### src/grdt_pkg.sv
// ----------------------------------------------------------------------------
// grdt_pkg
// Shared codes, defaults and controller/datapath handshake types for the
// grid ray traversal block.
// ----------------------------------------------------------------------------
`default_nettype none

package grdt_pkg;

  localparam int DEF_GRID_ROWS = 64;
  localparam int DEF_GRID_COLS = 64;

  localparam int FIELD_POS_W = 6;
  localparam int DIST_W      = 32;

  localparam logic OP_WRITE = 1'b0;
  localparam logic OP_CAST  = 1'b1;

  localparam logic [1:0] CELL_EMPTY = 2'd0;
  localparam logic [1:0] CELL_WALL  = 2'd1;
  localparam logic [1:0] CELL_VDOOR = 2'd2;
  localparam logic [1:0] CELL_HDOOR = 2'd3;

  localparam logic [1:0] KIND_WALL  = 2'd0;
  localparam logic [1:0] KIND_VDOOR = 2'd1;
  localparam logic [1:0] KIND_HDOOR = 2'd2;
  localparam logic [1:0] KIND_OUT   = 2'd3;

  localparam logic SIDE_COL = 1'b0;
  localparam logic SIDE_ROW = 1'b1;

  typedef struct packed {
    logic clear_wr;   // write an empty cell at the clear pointer
    logic map_wr;     // write the incoming cell
    logic load;       // capture a cast word
    logic step;       // take one DDA step
    logic set_pend;   // capture the stop kind
    logic pend_out;   // stop kind is "left the grid"
    logic load_res;   // move the pending result into the output register
  } ctl_t;

  typedef struct packed {
    logic clear_last;
    logic start_inside;
    logic leaving;
    logic cell_stop;
    logic limit;
  } stat_t;

endpackage

`default_nettype wire

### src/grdt_ctrl.sv
// ----------------------------------------------------------------------------
// grdt_ctrl
// Sequencer for the grid ray traversal: map clearing pass, word intake,
// the STEP/CHECK step loop and the result handoff.
// ----------------------------------------------------------------------------
`default_nettype none

module grdt_ctrl (
  input  wire logic           clk,
  input  wire logic           rst,
  input  wire logic           cmd_valid,
  input  wire logic           op,
  output logic                cmd_stall,
  output logic                res_valid,
  input  wire logic           res_stall,
  output grdt_pkg::ctl_t      ctl,
  input  wire grdt_pkg::stat_t st
);

  localparam logic [2:0] ST_CLEAR = 3'd0;
  localparam logic [2:0] ST_IDLE  = 3'd1;
  localparam logic [2:0] ST_START = 3'd2;
  localparam logic [2:0] ST_STEP  = 3'd3;
  localparam logic [2:0] ST_CHECK = 3'd4;
  localparam logic [2:0] ST_HOLD  = 3'd5;

  logic [2:0] state;
  logic [2:0] state_next;

  assign cmd_stall = (state != ST_IDLE);

  always_comb begin
    ctl        = '0;
    state_next = state;
    unique case (state)
      ST_CLEAR: begin
        ctl.clear_wr = 1'b1;
        if (st.clear_last) begin
          state_next = ST_IDLE;
        end
      end
      ST_IDLE: begin
        if (cmd_valid) begin
          if (op == grdt_pkg::OP_WRITE) begin
            ctl.map_wr = 1'b1;
          end else begin
            ctl.load   = 1'b1;
            state_next = ST_START;
          end
        end
      end
      ST_START: begin
        if (st.start_inside) begin
          state_next = ST_STEP;
        end else begin
          ctl.set_pend = 1'b1;
          ctl.pend_out = 1'b1;
          state_next   = ST_HOLD;
        end
      end
      ST_STEP: begin
        ctl.step = 1'b1;
        if (st.leaving) begin
          ctl.set_pend = 1'b1;
          ctl.pend_out = 1'b1;
          state_next   = ST_HOLD;
        end else begin
          state_next = ST_CHECK;
        end
      end
      ST_CHECK: begin
        if (st.cell_stop) begin
          ctl.set_pend = 1'b1;
          state_next   = ST_HOLD;
        end else if (st.limit) begin
          ctl.set_pend = 1'b1;
          ctl.pend_out = 1'b1;
          state_next   = ST_HOLD;
        end else begin
          state_next = ST_STEP;
        end
      end
      ST_HOLD: begin
        // The output register is free or is being emptied this cycle.
        if (!res_valid || !res_stall) begin
          ctl.load_res = 1'b1;
          state_next   = ST_IDLE;
        end
      end
      default: begin
        state_next = ST_CLEAR;
      end
    endcase
  end

  always_ff @(posedge clk) begin
    if (rst) begin
      state     <= ST_CLEAR;
      res_valid <= 1'b0;
    end else begin
      state <= state_next;
      if (ctl.load_res) begin
        res_valid <= 1'b1;
      end else if (!res_stall) begin
        res_valid <= 1'b0;
      end
    end
  end

endmodule

`default_nettype wire

### config.mk
export PLATFORM = sky130hd
export DESIGN_NAME = grdt_ctrl
export DESIGN_NICKNAME = d
export VERILOG_FILES = /design/src/grdt_pkg.sv /design/src/grdt_ctrl.sv
export SDC_FILE = /design/constraint.sdc
export NUM_CORES = 1
export LEC_CHECK = 0
export BUFFER_PORTS_ARGS = -buffer_cell sky130_fd_sc_hd__buf_2
export CORE_AREA = 2 2 39 41
export DETAILED_ROUTE_END_ITERATION = 16
export DIE_AREA = 0 0 41 43
export GPL_TIMING_DRIVEN = 0
export SLEW_MARGIN = 25
export SYNTH_ARGS = -nofsm -noshare
export SYNTH_HDL_FRONTEND = slang
export SYNTH_SLANG_ARGS = --single-unit
### constraint.sdc
create_clock -name clk -period 1.2 [get_ports clk]
set_clock_uncertainty 0.1 [all_clocks]
set_input_delay 0.24 -clock clk [delete_from_list [all_inputs] [get_ports clk]]
set_output_delay 0.24 -clock clk [all_outputs]
set_load 0.05 [all_outputs]
# After elaboration in Yosys (flattened, before gate mapping)
# Index checks and enable logic that the tools add are counted.
[totals]
ff_bits = 4
inputBits = 10
output_inout_bits = 9
elab_cells = 43
[op_classes]
n_eq_ne = 11
mux = 25
n_reduce_logical = 5
[op_table]
columns = ["cell", "n"]
rows = [
  ["$mux 3", 7],
  ["$pmux 3 s6", 1],
  ["$mux 1", 11],
  ["$mux 2", 5],
  ["$ne 2x2->1 const B", 4],
  ["$eq 3x2->1 const B", 2],
  ["$eq 3x3->1 const B", 2],
  ["$pmux 2 s3", 1],
  ["$reduce_and 4->1", 1],
  ["$eq 3x1->1 const B", 1],
  ["$logic_not 3->1", 1],
  ["$ne 3x1->1 const B", 1],
  ["$logic_not 1->1", 2],
  ["$ne 2x1->1 const B", 1],
  ["$logic_or 1x1->1", 1],
]

# Depth between registers and ports, before layout
# Gate-level depths: netlist of run 1.
[logic_depth]
ltp_word = 5
depth_mapped = 4
mapped_depth_nobuf = 3

# Least setup slack after synthesis of run 1
# Ideal clock, no wire load.
[synth_path]
path_kind = "register to output"
from = "register state[2]"
to = "output ctl[5] in the netlist's numbering"
arrival_ns = 2.115
required_time_ns = 0.860
path_slack_ns = -1.255
path_stages_with_launch = 4
n_path_buf = 1
path_cell_list = "dfxtp_1 -> buf_6 -> or3b_4 -> nor3b_1"
[synth_rtl]
columns = ["item", "line_no", "rtl"]
rows = [
  ["from (decl)", "grdt_ctrl.sv:27", "logic [2:0] state;"],
  ["from (signal assigned)", "grdt_ctrl.sv:101", "state <= state_next;"],
  ["to (decl)", "grdt_ctrl.sv:16", "output grdt_pkg::ctl_t ctl,"],
]

==> results of run 1 <==
[routing by layer]
layer	vias to the layer above	routed length, um	track usage, %
li1	216	-	-
met1	198	445	15.7
met2	12	630	22.8
met3	0	63	1.57
met4	0	0	8.00
met5	-	0	0
[through the flow]
stage,area [um2],power [mW]
after floorplan,402,0.433
after global placement,512,0.506
after detailed placement,512,0.511
after CTS,643,0.772
after global routing,709,0.854
final,709,0.807
[final timing paths]
path	startpoint	endpoint	slack (ns)	cells after the start
min reg2reg	res_valid$_SDFFE_PP0P_	res_valid$_SDFFE_PP0P_	0.41	2
max reg2reg	state[2]$_SDFFE_PP0P_	state[2]$_SDFFE_PP0P_	-0.26	7
min	rst	res_valid$_SDFFE_PP0P_	0.12	2
max	state[2]$_SDFFE_PP0P_	ctl[5]	-0.58	4
[state kept, by name, summed over array words and instances (netlist names)]
name       count
res_valid      1
state          3
[Yosys cell counts]
| master | instances | area (um2) |
|---|---|---|
| a21oi_1 | 5 | 25.0 |
| dfxtp_1 | 4 | 80.1 |
| nand2_1 | 4 | 15.0 |
| a211oi_1 | 2 | 15.0 |
| a21boi_0 | 2 | 15.0 |
| a31oi_1 | 2 | 12.5 |
| inv_1 | 2 | 7.51 |
| nor3b_1 | 2 | 15.0 |
| a221oi_1 | 1 | 8.76 |
| a31o_2 | 1 | 8.76 |
| and2b_1 | 1 | 7.51 |
| and3b_2 | 1 | 10.0 |
| buf_2 | 1 | 5.00 |
| buf_4 | 1 | 7.51 |
| buf_6 | 1 | 11.3 |
| nand3b_1 | 1 | 7.51 |
| nor2_1 | 1 | 3.75 |
| nor2_4 | 1 | 11.3 |
| nor2b_1 | 1 | 6.26 |
| nor3_1 | 1 | 5.00 |
| o21a_1 | 1 | 7.51 |
| o21bai_1 | 1 | 7.51 |
| o2bb2ai_1 | 1 | 8.76 |
| or2_2 | 1 | 6.26 |
| or3_1 | 1 | 6.26 |
| or3b_4 | 1 | 11.3 |
| or4b_1 | 1 | 10.0 |
[critical path: stages (launching register included)]
cell and delay (ns):
dfxtp_2 0.31, buf_6 0.12, or3b_4 0.41, nor3b_4 0.19, buf_6 0.18
[report_power, final]
part	switching, mW	internal, mW	leakage [nW]	total [mW]
Combinational	0.269	0.202	0.249	0.472
Clock	0.0625	0.112	0.0138	0.175
Sequential	0.0125	0.148	0.0341	0.161
[what timing repair did]
item	CTS	global route
endpoints found under the setup margin	12	13
resized for setup	24	11
pin swaps	7	6
buffers inserted	4	4
[layout make-up]
cell class              count  area, um2  area share (%)
multi-input cells          33        330            46.6
repair buffers             25        211            29.8
well taps                  16       20.0            2.82
clock buffers               3       22.5            3.17
inverters                   2       7.51            1.06
plain buffers               3       33.8            4.76
flip-flops and latches      4       83.8            11.8
[cells by family after synthesis]
group                  after synthesis  share of synthesized area (%)
AOI/OAI and AO/OA                   16                           32.5
DFF                                  4                           23.9
and+or+nand+nor                     17                           34.3
buffers and inverters                5                           9.33
==> impl_metrics.ini, run 1 <==
[placed_design]
dpl.cell_count = 76
gp_congestion = 0.753
preCtsSetupSlack_ns = -0.487
io_buffers = 18
dp_hpwl_um = 733

[logic_synthesis]
ys_seq_elements = 4
syn_nets = 52
avgSynthCellArea_um2 = 7.98
syn-cell-area_um2 = 335
seq_area_frac_synth_pct = 23.9
ys_types = 27
yosys_warnings = 0
synth_cells = 42

[floorplanning]
dieHeight_um = 43
start_util_pct = 24.2
die-width_um = 41
ios = 19
core_area_um2 = 1380
dieArea_um2 = 1760
rows = 14

[worst_hold_path]
min_path_type = in -> reg

[clock_tree]
clock_path_buffers = 2
ctsHtreeMaxLevel = 1
clock-sinks = 4
hold_buffers = 0
clk_latency_ns = 0.24
cts_made_buffers = 3
cts_tree = yes
cts_root_buf = clkbuf_4
clk_pin_slew_ns = 0.05

[layout]
drive_gt1_share_pct = 74.3
mostFrequentLayoutCell = buf_6
syn2layout_area_growth_pct = 112
n_antenna_cell = 0
final_cell_mix = buf_6, buf_2, buf_4
final_nets = 82
fillers = 133
finalNonFillerCells = 86
fin_util_pct = 51.3

[power]
pwr_density_cell_nw_per_um2 = 1140
peakVddDrop_mv = 0.501
leakagePower_nw = 0.297

[grt]
grt_start_max_net_pins = 11
grt_pass1_wl_um = 1640
antenna_found_initial = 0
grt-ovfl-total = 0
grt.total_usage_pct = 13.7
grt_pass1_vias = 402

[detailed_routing]
first_pass_iters = 2
via_count = 426
wl_per_cell_um = 13.2
drtIter0Drc = 2
wl_um = 1140
via_per_inst = 4.95
ant_nets = 0
drc = 0

[outcome]
status = complete, but fails checks
violations = setup timing

[timing]
min_period_ns = 1.78
rsz0062_at_grt = yes
max_freq_ghz = 0.561
hold-worst-slack_ns = 0.119
final.setup.tns_ns = -4.53
tightest_slew_ns = 0.364
hold_viol = 0
fin_crit_sh_pct = 149
fin_ws_ns = -0.584
drv_slew = 0
finalSetupViolations = 11
maxSlewHeadroom_pct = 75.7

[worst_setup_path]
critPathRequiredTime_ns = 0.86
criticalPathCategory = reg -> out
path_max_fanout = 6
end_kind = primary output
cp-start-kind = flop
cp.arrival_ns = 1.44

[job]
maxCapViolations = 0
(Power assumes the default switching activity.)
==> run 2, diff against run 1 <==
- CTS_BUF_LIST: default -> sky130_fd_sc_hd__clkbuf_16
==> run 2 against run 1 <==
Net effect: the run still ends with setup timing left; combinational power grew 4.7%; flip-flop and latch count is the same; wire length grew 12%; critical endpoint unchanged; highest routed layer unchanged.
==> impl_metrics.ini, run 2 (synthesized netlist as in run 1, its figures left out) <==
[outcome]
status = complete, but fails checks
violations = setup timing

[detailed_routing]
drc = 0
wl_per_cell_um = 14.5
ant_nets = 0
via_per_inst = 4.99
first_pass_iters = 2
wl_um = 1280
via_count = 439
drtIter0Drc = 1

[power]
power.internal_mw = 0.790
pwr-share-comb_pct = 41.7
swShare_pct = 33.2
p_sw_mw = 0.393
seq_power_share_pct = 13.6
clkPwrFrac_pct = 44.7
peakVddDrop_mv = 0.817
pwr_density_cell_nw_per_um2 = 1490
leakagePower_nw = 0.336

[clock_tree]
cts_made_buffers = 3
clk_pin_slew_ns = 0.03
cts_tree = yes
clk_latency_ns = 0.23
clock-sinks = 4
hold_buffers = 0
ctsHtreeMaxLevel = 1
cts_root_buf = clkbuf_16
clock_path_buffers = 2

[worst_setup_path]
rr_worst_depth = 6
worstPathCellList = buf_6 -> or3b_4 -> nor3b_4 -> buf_6
rr_endpoint = state[0]$_SDFFE_PP0P_
critPathRequiredTime_ns = 0.86
worst_path_most_repeated_cell = buf_6
criticalPathCategory = reg -> out
cp.arrival_ns = 1.43
crit_family = simple AND/OR/NAND/NOR gates
cpMaxStageDelayCell = or3b_4
crit_start = state[2]$_SDFFE_PP0P_
end_kind = primary output
path_max_fanout = 6
r2r-start = state[2]$_SDFFE_PP0P_
regToRegSetupSlack_ns = -0.24
cp_slowest_stage_delay_ns = 0.41
path_buf_inv = 2
cp-start-kind = flop

[layout]
largest_register = state
final_cell_mix = buf_6, buf_2, buf_4
final_area_um2 = 793
n_antenna_cell = 0
mostFrequentLayoutCell = buf_6
seq_area_um2 = 83.8
drive_gt1_share_pct = 76.4
largestRegisters = state x3, res_valid x1
syn2layout_area_growth_pct = 137
largest_reg_flops = 3
final_nets = 84
fillers = 131
multi_input_area_um2 = 347

[grt]
grt_pass1_vias = 398
grt_start_max_net_pins = 11
grt-ovfl-total = 0
antenna_found_initial = 0
grt_pass1_wl_um = 1660
grt.total_usage_pct = 13.9

[worst_hold_path]
min_from = rst
min_to = res_valid$_SDFFE_PP0P_
worst_hold_path.num_cells = 2
min_path_type = in -> reg

[placed_design]
preCtsSetupSlack_ns = -0.487
dp_hpwl_um = 733
io_buffers = 18
gp_congestion = 0.753
place_area_um2 = 512

[timing]
final.setup.tns_ns = -4.15
fin_ws_ns = -0.572
finalSetupViolations = 11
fin_crit_sh_pct = 148
min_period_ns = 1.77
hold_viol = 0
tightest_slew_ns = 0.355
rsz0062_at_grt = yes
maxSlewHeadroom_pct = 76.3
max_freq_ghz = 0.564
drv_slew = 0

[job]
maxCapViolations = 0

[floorplanning]
die-width_um = 41
core_area_um2 = 1380
rows = 14
dieHeight_um = 43
start_util_pct = 24.2
dieArea_um2 = 1760
ios = 19
-- run 2: changes by cell type in the layout (fill, tap and decap cells not counted), sizes merged --
cell  change
buf       +2
-- run 2: worst max path at each step --
| stage | slack (ns) | end | cells past startpoint |
|---|---|---|---|
| 2_1_floorplan | -0.58 | ctl[5] | 3 |
| 3_3_place_gp | -0.48 | ctl[1] | 5 |
| 3_5_place_dp | -0.49 | ctl[1] | 5 |
| 4_1_cts | -0.60 | ctl[5] | 4 |
| 5_1_grt | -0.60 | ctl[5] | 4 |
| 6_report | -0.57 | ctl[5] | 4 |
-- run 2: final cells by class --
cell class | count | share of cell area [%]
Sequential cell | 4 | 10.6
Buffer | 3 | 4.26
Timing Repair Buffer | 27 | 28.5
Multi-Input combinational cell | 33 | 43.7
Clock buffer | 3 | 9.46
Tap cell | 16 | 2.52
Inverter | 2 | 0.946
-- run 2: stage by stage --
| stage | cells | hold WS [ns] | utilization, % | power, mW |
|---|---|---|---|---|
| after detailed placement | 76 | 0.354 | 37.0 | 0.511 |
| after CTS | 82 | 0.127 | 50.1 | 1.12 |
| after global placement | 76 | 0.348 | 37.0 | 0.506 |
| after floorplan | 42 | 0.202 | - | 0.433 |
| after global routing | 88 | 0.149 | 57.3 | 1.22 |
| final | 88 | 0.147 | 57.3 | 1.18 |
-- run 2: power groups by stage --
stage	sequential, mW	clock, mW	combinational (mW)
4_1_cts	0.161	0.533	0.429
5_1_grt	0.162	0.543	0.519
3_3_place_gp	0.158	0	0.348
3_5_place_dp	0.160	0	0.352
6_report	0.161	0.528	0.494
2_1_floorplan	0.161	0	0.271
-- run 2: metal layers --
metal  vias to the layer above  share of wire, %  track usage (%)
met5                         -                 0                0
met4                         0                 0             8.00
met3                         0               5.4             3.14
met2                        14                57             21.9
met1                       206                37             16.3
li1                        219                 -                -
-- run 2: timing repair --
item                                    4_1_cts  5_1_grt
setup buffers                                 3        6
hold endpoints to repair                      0        0
endpoints found under the setup margin       12       12
pin swaps                                     6        9
resized for setup                            25       12
==> run 3, diff against run 2 <==
- CTS_BUF_LIST: sky130_fd_sc_hd__clkbuf_16 -> sky130_fd_sc_hd__clkbuf_2
- GPL_ROUTABILITY_DRIVEN: default -> 0
- PLACE_DENSITY: default -> 0.64
==> run 3 against run 2 <==
Net effect: the run still ends with setup timing left; count of clock-buffer cells in the layout stayed put; first-iteration DRC count grew to 4.0 times the previous value; global-route usage shrank 1.1 points; fmax grew 0.67%; worst setup slack improved by 0.012 ns; largest power group is now combinational logic.
==> impl_metrics.ini, run 3 (synthesized netlist as in run 1, its figures left out) <==
[power]
leakagePower_nw = 0.284
pwr-share-comb_pct = 60.7
power.internal_mw = 0.407
peakVddDrop_mv = 0.639
seq_power_share_pct = 21.6
pwr_density_cell_nw_per_um2 = 1100
swShare_pct = 44.6
p_sw_mw = 0.327
clkPwrFrac_pct = 17.7
p_total_mw = 0.733

[floorplanning]
rows = 14
dieHeight_um = 43
dieArea_um2 = 1760
core_area_um2 = 1380
ios = 19
die-width_um = 41
start_util_pct = 24.2

[layout]
fin_util_pct = 48.1
syn2layout_area_growth_pct = 98.5
final_cell_mix = buf_6, buf_2, buf_4
largest_reg_flops = 3
largestRegisters = state x3, res_valid x1
fillers = 127
n_antenna_cell = 0
final_nets = 81
largest_register = state
drive_gt1_share_pct = 68.1

[timing]
final.setup.tns_ns = -3.72
hold-worst-slack_ns = 0.129
min_period_ns = 1.76
finalSetupViolations = 11
tightest_slew_ns = 0.296
rsz0062_at_grt = yes
drv_slew = 0
maxSlewHeadroom_pct = 80.2
hold_viol = 0
fin_crit_sh_pct = 147
fin_ws_ns = -0.560
max_freq_ghz = 0.568

[worst_setup_path]
path_max_fanout = 6
end_kind = primary output
regToRegSetupSlack_ns = -0.12
cp.arrival_ns = 1.42
cp-start-kind = flop
critPathRequiredTime_ns = 0.86
criticalPathCategory = reg -> out

[grt]
grt.total_usage_pct = 12.9
grt_pass1_vias = 355
grt-ovfl-total = 0
grt_pass1_wl_um = 1520
grt_start_max_net_pins = 11
antenna_found_initial = 0

[detailed_routing]
drc = 0
via_per_inst = 4.71
ant_nets = 0
drtIter0Drc = 4
via_count = 400
wl_um = 959
wl_per_cell_um = 11.3
first_pass_iters = 4

[placed_design]
dp_hpwl_um = 672
io_buffers = 18

[clock_tree]
clock_path_buffers = 2
clk_latency_ns = 0.21
ctsHtreeMaxLevel = 1
clock-sinks = 4
hold_buffers = 0
cts_made_buffers = 3
cts_root_buf = clkbuf_2
cts_tree = yes
clk_pin_slew_ns = 0.05

[job]
maxCapViolations = 0

[outcome]
violations = setup timing
status = complete, but fails checks

[worst_hold_path]
min_path_type = in -> reg
==> run 3: what timing repair did <==
item	in CTS	in global routing
setup buffers	4	2
endpoints found under the setup margin	11	12
pin swaps	7	3
resized for setup	22	6
endpoints found under the hold margin	0	0
==> run 3: final cells by class <==
class                      count  area, um2  area share (%)
timing repair buffer          24        196            29.5
sequential                     4       83.8            12.6
tap                           16       20.0            3.01
multi-input combinational     33        309            46.4
buffer                         3       33.8            5.08
clock buffer                   3       15.0            2.26
inverter                       2       7.51            1.13
==> run 3: power groups by stage <==
stage                     logic (mW)  registers, mW  clock network (mW)
after CTS                      0.430          0.158               0.131
after detailed placement       0.350          0.158                   0
after floorplan                0.271          0.161                   0
after global routing           0.474          0.159               0.140
final                          0.445          0.158               0.130
after global placement         0.348          0.158                   0
==> run 3: worst paths after layout <==
kind / start / end / cells past startpoint
setup / recovery: state[2]$_SDFFE_PP0P_ / ctl[5] / 4
hold / removal: rst / res_valid$_SDFFE_PP0P_ / 2
setup reg to reg: state[2]$_SDFFE_PP0P_ / state[2]$_SDFFE_PP0P_ / 5
hold reg to reg: res_valid$_SDFFE_PP0P_ / res_valid$_SDFFE_PP0P_ / 2
==> run 3: per-stage QoR <==
stage / cell area [um2] / cells / setup slack, ns
3_3_place_gp: 512 / 76 / -0.470
3_5_place_dp: 512 / 76 / -0.503
6_report: 666 / 85 / -0.560
2_1_floorplan: 402 / 42 / -0.579
4_1_cts: 628 / 83 / -0.580
5_1_grt: 666 / 85 / -0.609
==> run 3: worst max-delay path: stages (launching register included) <==
cell and delay, ns:
dfxtp_2 0.31, buf_6 0.12, or3b_4 0.41, nor3b_4 0.19
buf_6 0.18
==> run 3: per-layer routing <==
metal | global-route usage (%) | vias up | wire length (um)
met2 | 17.8 | 16 | 435
li1 | - | 213 | -
met5 | 0 | - | 0
met3 | 6.81 | 0 | 83
met4 | 4.00 | 0 | 0
met1 | 16.8 | 171 | 440
